===== config.mk =====
export PLATFORM = sky130hd
export DESIGN_NAME = imuco_ctrl
export DESIGN_NICKNAME = d
export VERILOG_FILES = /design/src/design/imuco_pkg.sv /design/src/design/imuco_ctrl.sv
export SDC_FILE = /design/constraint.sdc
export NUM_CORES = 1
export LEC_CHECK = 0
export ABC_AREA = 0
export BUFFER_PORTS_ARGS = -buffer_cell sky130_fd_sc_hd__buf_2
export CAP_MARGIN = 20
export CORE_AREA = 4 4 63 65
export CTS_BUF_LIST = sky130_fd_sc_hd__clkbuf_4
export DETAILED_ROUTE_END_ITERATION = 8
export DIE_AREA = 0 0 67 69
export SLEW_MARGIN = 20
export SYNTH_ARGS = -nofsm -noshare
export SYNTH_HDL_FRONTEND = slang
export SYNTH_SLANG_ARGS = --single-unit

===== constraint.sdc =====
create_clock -name clk -period 1.97 [get_ports clk]
set_clock_uncertainty 0.15 [all_clocks]
set_input_delay 0.394 -clock clk [delete_from_list [all_inputs] [get_ports clk]]
set_output_delay 0.394 -clock clk [all_outputs]
set_load 0.02 [all_outputs]

===== src/design/imuco_pkg.sv =====
// Shared types and constants of the orientation estimator.
// No dependencies; used by imuco_ctrl, imuco_dp and the top level.
`timescale 1ns / 1ps
`default_nettype none
package imuco_pkg;

  localparam logic OP_GYRO  = 1'b0;
  localparam logic OP_ACCEL = 1'b1;

  localparam int DIV_STEPS  = 3;
  localparam int SQRT_STEPS = 26;

  localparam logic [15:0]        BLEND_RESET = 16'd64225;
  localparam logic signed [34:0] PI_Q30      = 35'sd3373259426;
  localparam logic signed [31:0] PI_Q24      = 32'sd52707179;
  localparam logic [33:0]        INC_CAP     = 34'h2_0000_0000;
  // smallest |rate|*|dt| product whose increment exceeds the cap
  localparam logic [47:0]        GY_CAP_T    = 48'd524288001;
  localparam logic [7:0]         DIV_K       = 8'd125;
  // ceil(2^36/125): exact quotient for products below 2^29
  localparam logic [29:0]        DIV_MAGIC_Q = 30'd549755814;
  // ceil(2^25/125): exact quotient for values below 2^18
  localparam logic [18:0]        DIV_MAGIC_F = 19'd268436;

  typedef struct packed {
    logic       load;
    logic       gy_delta;
    logic       gy_mul;
    logic       div_step;
    logic       gy_commit;
    logic       ac_init;
    logic       cor_step;
    logic       sqrt_step;
    logic       tz_fin;
    logic       tx_fin;
    logic       bl_mul;
    logic       bl_commit;
    logic       out_load;
    logic [4:0] idx;
  } imuco_cmd_t;

  typedef struct packed {
    logic first_gyro;
  } imuco_stat_t;

  // atan(2^-i) in Q0.30
  function automatic logic [29:0] atan_q30(input logic [4:0] i);
    logic [29:0] r;
    unique case (i)
      5'd0:  r = 30'd843314857;
      5'd1:  r = 30'd497837829;
      5'd2:  r = 30'd263043837;
      5'd3:  r = 30'd133525159;
      5'd4:  r = 30'd67021687;
      5'd5:  r = 30'd33543516;
      5'd6:  r = 30'd16775851;
      5'd7:  r = 30'd8388437;
      5'd8:  r = 30'd4194283;
      5'd9:  r = 30'd2097149;
      5'd10: r = 30'd1048576;
      5'd11: r = 30'd524288;
      5'd12: r = 30'd262144;
      5'd13: r = 30'd131072;
      5'd14: r = 30'd65536;
      5'd15: r = 30'd32768;
      5'd16: r = 30'd16384;
      5'd17: r = 30'd8192;
      5'd18: r = 30'd4096;
      5'd19: r = 30'd2048;
      5'd20: r = 30'd1024;
      5'd21: r = 30'd512;
      5'd22: r = 30'd256;
      5'd23: r = 30'd128;
      5'd24: r = 30'd64;
      5'd25: r = 30'd32;
      5'd26: r = 30'd16;
      5'd27: r = 30'd8;
      5'd28: r = 30'd4;
      5'd29: r = 30'd2;
      5'd30: r = 30'd1;
      default: r = 30'd0;
    endcase
    return r;
  endfunction

endpackage
`default_nettype wire


===== src/design/imuco_ctrl.sv =====
// Sequencer of the orientation estimator: steps the datapath through
// one word at a time and owns the output valid. Depends on imuco_pkg.
`timescale 1ns / 1ps
`default_nettype none
module imuco_ctrl
  import imuco_pkg::*;
#(
  parameter int STEPS = 24
) (
  input  wire         clk,
  input  wire         rst_n,
  input  wire         in_valid,
  output logic        in_ready,
  input  wire         in_opcode,
  output logic        out_valid,
  input  wire         out_ready,
  input  imuco_stat_t stat,
  output imuco_cmd_t  cmd
);

  localparam logic [3:0] S_IDLE   = 4'd0;
  localparam logic [3:0] S_GDELTA = 4'd1;
  localparam logic [3:0] S_GMUL   = 4'd2;
  localparam logic [3:0] S_GDIV   = 4'd3;
  localparam logic [3:0] S_GCOM   = 4'd4;
  localparam logic [3:0] S_AINIT  = 4'd5;
  localparam logic [3:0] S_ATZ    = 4'd6;
  localparam logic [3:0] S_ATXI   = 4'd7;
  localparam logic [3:0] S_ATX    = 4'd8;
  localparam logic [3:0] S_AFIN   = 4'd9;
  localparam logic [3:0] S_BMUL   = 4'd10;
  localparam logic [3:0] S_BCOM   = 4'd11;
  localparam logic [3:0] S_DONE   = 4'd12;

  localparam int TZ_LEN = (STEPS > SQRT_STEPS) ? STEPS : SQRT_STEPS;
  localparam logic [5:0] COR_LAST  = 6'(STEPS - 1);
  localparam logic [5:0] TZ_LAST   = 6'(TZ_LEN - 1);
  localparam logic [5:0] DIV_LAST  = 6'(DIV_STEPS - 1);
  localparam logic [5:0] SQRT_LAST = 6'(SQRT_STEPS - 1);

  logic [3:0] state_r, state_nxt;
  logic [5:0] cnt_r, cnt_nxt;
  logic       out_valid_r, out_valid_nxt;

  always_comb begin
    state_nxt = state_r;
    cnt_nxt   = cnt_r;
    cmd       = '0;
    cmd.idx   = cnt_r[4:0];
    unique case (state_r)
      S_IDLE: begin
        if (in_valid) begin
          cmd.load = 1'b1;
          cnt_nxt  = '0;
          if (in_opcode == OP_ACCEL)  state_nxt = S_AINIT;
          else if (stat.first_gyro)   state_nxt = S_GCOM;
          else                        state_nxt = S_GDELTA;
        end
      end
      S_GDELTA: begin
        cmd.gy_delta = 1'b1;
        state_nxt    = S_GMUL;
      end
      S_GMUL: begin
        cmd.gy_mul = 1'b1;
        cnt_nxt    = '0;
        state_nxt  = S_GDIV;
      end
      S_GDIV: begin
        cmd.div_step = 1'b1;
        cnt_nxt      = cnt_r + 6'd1;
        if (cnt_r == DIV_LAST) state_nxt = S_GCOM;
      end
      S_GCOM: begin
        cmd.gy_commit = 1'b1;
        state_nxt     = S_DONE;
      end
      S_AINIT: begin
        cmd.ac_init = 1'b1;
        cnt_nxt     = '0;
        state_nxt   = S_ATZ;
      end
      S_ATZ: begin
        // tz rotation and the magnitude root run side by side
        cmd.cor_step  = (cnt_r <= COR_LAST);
        cmd.sqrt_step = (cnt_r <= SQRT_LAST);
        cnt_nxt       = cnt_r + 6'd1;
        if (cnt_r == TZ_LAST) state_nxt = S_ATXI;
      end
      S_ATXI: begin
        cmd.tz_fin = 1'b1;
        cnt_nxt    = '0;
        state_nxt  = S_ATX;
      end
      S_ATX: begin
        cmd.cor_step = 1'b1;
        cnt_nxt      = cnt_r + 6'd1;
        if (cnt_r == COR_LAST) state_nxt = S_AFIN;
      end
      S_AFIN: begin
        cmd.tx_fin = 1'b1;
        state_nxt  = S_BMUL;
      end
      S_BMUL: begin
        cmd.bl_mul = 1'b1;
        state_nxt  = S_BCOM;
      end
      S_BCOM: begin
        cmd.bl_commit = 1'b1;
        state_nxt     = S_DONE;
      end
      S_DONE: begin
        if (!out_valid_r || out_ready) begin
          cmd.out_load = 1'b1;
          state_nxt    = S_IDLE;
        end
      end
      default: state_nxt = S_IDLE;
    endcase
  end

  always_comb begin
    if (cmd.out_load)  out_valid_nxt = 1'b1;
    else if (out_ready) out_valid_nxt = 1'b0;
    else                out_valid_nxt = out_valid_r;
  end

  always_ff @(posedge clk) begin
    if (!rst_n) begin
      state_r     <= S_IDLE;
      cnt_r       <= '0;
      out_valid_r <= 1'b0;
    end else begin
      state_r     <= state_nxt;
      cnt_r       <= cnt_nxt;
      out_valid_r <= out_valid_nxt;
    end
  end

  assign in_ready  = (state_r == S_IDLE);
  assign out_valid = out_valid_r;

endmodule
`default_nettype wire


==> results.json <==
{
  "drv_cap": 0,
  "synthTopCellsByArea": "dfxtp_1 22%, nor2_1 6.5%, buf_4 6.1%",
  "synth_top_area_cell": "dfxtp_1",
  "hp-class": "in2reg",
  "setup.worst_path.class": "reg2out",
  "power_leakage_nw": 0.5562,
  "first_global_vias": 956,
  "ys_warn_count": 0,
  "avgViaCountPerCell": 5.126,
  "synth_edf_count": 0,
  "ys_seq_elements": 11,
  "yosys.area_share.xor_xnor_pct": 0.8872,
  "drive_above_1_share_pct": 50.00,
  "initial_core_util_pct": 29.58,
  "synthMuxAreaShare_pct": 1.014,
  "crit_slowest_cell": "dfxtp_4",
  "route.detailed.drc": 0,
  "io_pins": 26,
  "clk_latency_ps": 270,
  "postSynthCellCount": 120,
  "antenna_cells": 0,
  "postPlaceCellArea_um2": 1139,
  "path_clk_slew_ps": 80,
  "ir_worst_vdd_uv": 491.9,
  "clock-sinks": 11,
  "yosys_most_used_dff": "dfxtp_1",
  "grt-ovfl-total": 0,
  "synthAdderAreaFrac_pct": 5.070,
  "dieArea_um2": 4623,
  "portBuffers": 25,
  "ys_types": 46,
  "period_minus_slack_ps": 1995,
  "fp.dieW_um": 67,
  "rows": 21,
  "fin_setup_tns_ps": -24.69,
  "antenna_found_initial": 0,
  "slew-limit-headroom_pct": 70.09,
  "ctsHoldBuffers": 0,
  "max_freq_mhz": 501.3,
  "die_h_um": 69,
  "ys_seq_area_share_pct": 22.31,
  "p_per_area_nw_per_um2": 1401,
  "slowest_delay_ps": 360,
  "wl_per_cell_um": 13.99,
  "start_kind": "flip-flop",
  "setup_viol": 1,
  "synth_area_um2": 987.2,
  "crit_path_end": "cmd[10]",
  "finalHoldViolCount": 0,
  "finalInstanceArea_um2": 1376,
  "synth_compound_area_share_pct": 27.50,
  "setup_ws_ps": -24.69,
  "worst_pin_slew_ps": 445.7,
  "layout_commonest_cell": "buf_2",
  "syn-mean-instance-area_um2": 8.227,
  "path_max_fanout": 2,
  "first_pass_iters": 4,
  "synth_top_family_by_area": "simple AND/OR/NAND/NOR gates",
  "worstSetupEndpointType": "primary output",
  "grt_pass1_wl_mm": 4.581,
  "dr.first_iter.drc_count": 11,
  "h-tree-depth": 1,
  "violations": "negative setup slack",
  "numCtsBuffers": 3,
  "ant_nets": 0,
  "required_ps": 1430,
  "worstRegToRegCells": 7,
  "cp.arrival_ps": 1450,
  "r2r_end": "state_r[2]$_SDFFE_PN0P_",
  "dp.final_hpwl_mm": 2.023,
  "r2r-start": "cnt_r[0]$_SDFFE_PN0P_",
  "vias": 1015,
  "grt_start_max_net_pins": 14,
  "core-area_um2": 3337,
  "gp_congestion": 0.7889,
  "reg2reg_slack_ps": 70,
  "worstPathCellList": "inv_4 > ha_4 > o21bai_4 > a2111oi_4 > buf_4",
  "dpl_worst_slack_ps": 72.87,
  "status": "complete, but fails checks",
  "rsz0062_at_grt": "true",
  "synth-simple-area-share_pct": 33.33,
  "startpoint": "cnt_r[1]$_SDFFE_PN0P_",
  "period_share_pct": 101.3,
  "syn_nets": 130,
  "drt_wl_total_mm": 2.770,
  "area_growth_pct": 39.42,
  "global_route.usage.total_pct": 12.33,
  "cts_tree": "yes",
  "synth.top_cell.area_share_pct": 22.31,
  "fin_nets": 163,
  "p_total_mw": 1.928,
  "layout_common_cells": "21 x buf_2, 18 x buf_4, 17 x nor2_1, 7 x nand2_1, 7 x a21oi_1",
  "slew_violations": 0,
  "clk_path_buf_depth": 2,
  "async_reset_ff_share_pct": 0,
  "root_buffer": "clkbuf_4"
}
[per-stage QoR]
step / hold slack [ps] / utilization [%] / instances
global placement: 431.3 / 34.12 / 184
global route: 281.2 / 41.24 / 198
finish: 273.8 / 41.24 / 198
CTS: 263.3 / 37.91 / 193
detailed placement: 458.7 / 34.12 / 184
floorplan: 382.4 / - / 120
[worst min path at each step]
stage / from / to / slack [ps] / cells after the start
after floorplan: rst_n / state_r[1]$_SDFFE_PN0P_ / 380 / 2
after global placement: cnt_r[4]$_SDFFE_PN0P_ / cnt_r[4]$_SDFFE_PN0P_ / 430 / 1
after detailed placement: cnt_r[4]$_SDFFE_PN0P_ / cnt_r[4]$_SDFFE_PN0P_ / 460 / 1
after CTS: rst_n / state_r[1]$_SDFFE_PN0P_ / 260 / 3
after global routing: rst_n / state_r[1]$_SDFFE_PN0P_ / 280 / 3
final: rst_n / state_r[1]$_SDFFE_PN0P_ / 270 / 3
[where the power goes]
part / internal [mW] / switching, mW / leakage, nW / total [mW]
Clock: 0.0922 / 0.0802 / 0.0184 / 0.172
Combinational: 0.633 / 0.693 / 0.443 / 1.33
Sequential: 0.296 / 0.134 / 0.0947 / 0.430
[cell type report]
class | count | area, um2
fillers | 345 | 1961
repair buffers | 41 | 262.8
well taps | 46 | 57.56
clock buffers | 4 | 30.03
multi-input cells | 92 | 760.7
inverters | 4 | 20.02
flip-flops and latches | 11 | 245.2
[per-layer routing]
layer	global-route usage (%)	vias up	wire length [um]
met5	0	-	0
met4	1.351	0	9
met3	3.896	2	178
met2	20.31	32	1399
met1	16.00	484	1183
li1	-	497	-
[synthesized netlist by cell type, types with 2 or more instances]
master / number
ha_1: 4
nor3b_1: 2
buf_2: 3
o21ai_1: 2
a311oi_1: 4
a41oi_1: 2
nand2b_1: 5
a21oi_1: 7
nor2b_1: 4
a211o_1: 2
dfxtp_1: 11
o21ai_0: 3
inv_1: 4
nand2_1: 7
and2_1: 2
buf_4: 8
nor3_1: 2
nand3_1: 3
nor2_1: 17
and4bb_2: 2
[critical path: cells and delay by family, from the launching register on]
| kind | cells | cell delay (ps) |
|---|---|---|
| fa+ha+maj | 1 | 140 |
| compound gates | 2 | 420 |
| flops | 1 | 360 |
| buf+inv | 2 | 260 |
[repair_timing]
action	4_1_cts	5_1_grt
gates resized for setup	22	18
pin swaps	4	9
endpoints found under the setup margin	7	8
setup buffers	5	6
hold endpoints to repair	0	0
[kinds of logic after synthesis]
family          Yosys count
buf+inv                  17
compound gates           32
flops                    11
simple gates             54
fa+ha+maj                 4
mux                       1
xor+xnor                  1
[flip-flops by register name, indices dropped and copies added, names as in the netlist]
signal,cells
state_r,4
cnt_r,6
out_valid,1
No activity file was read; power rests on OpenSTA's default activity.
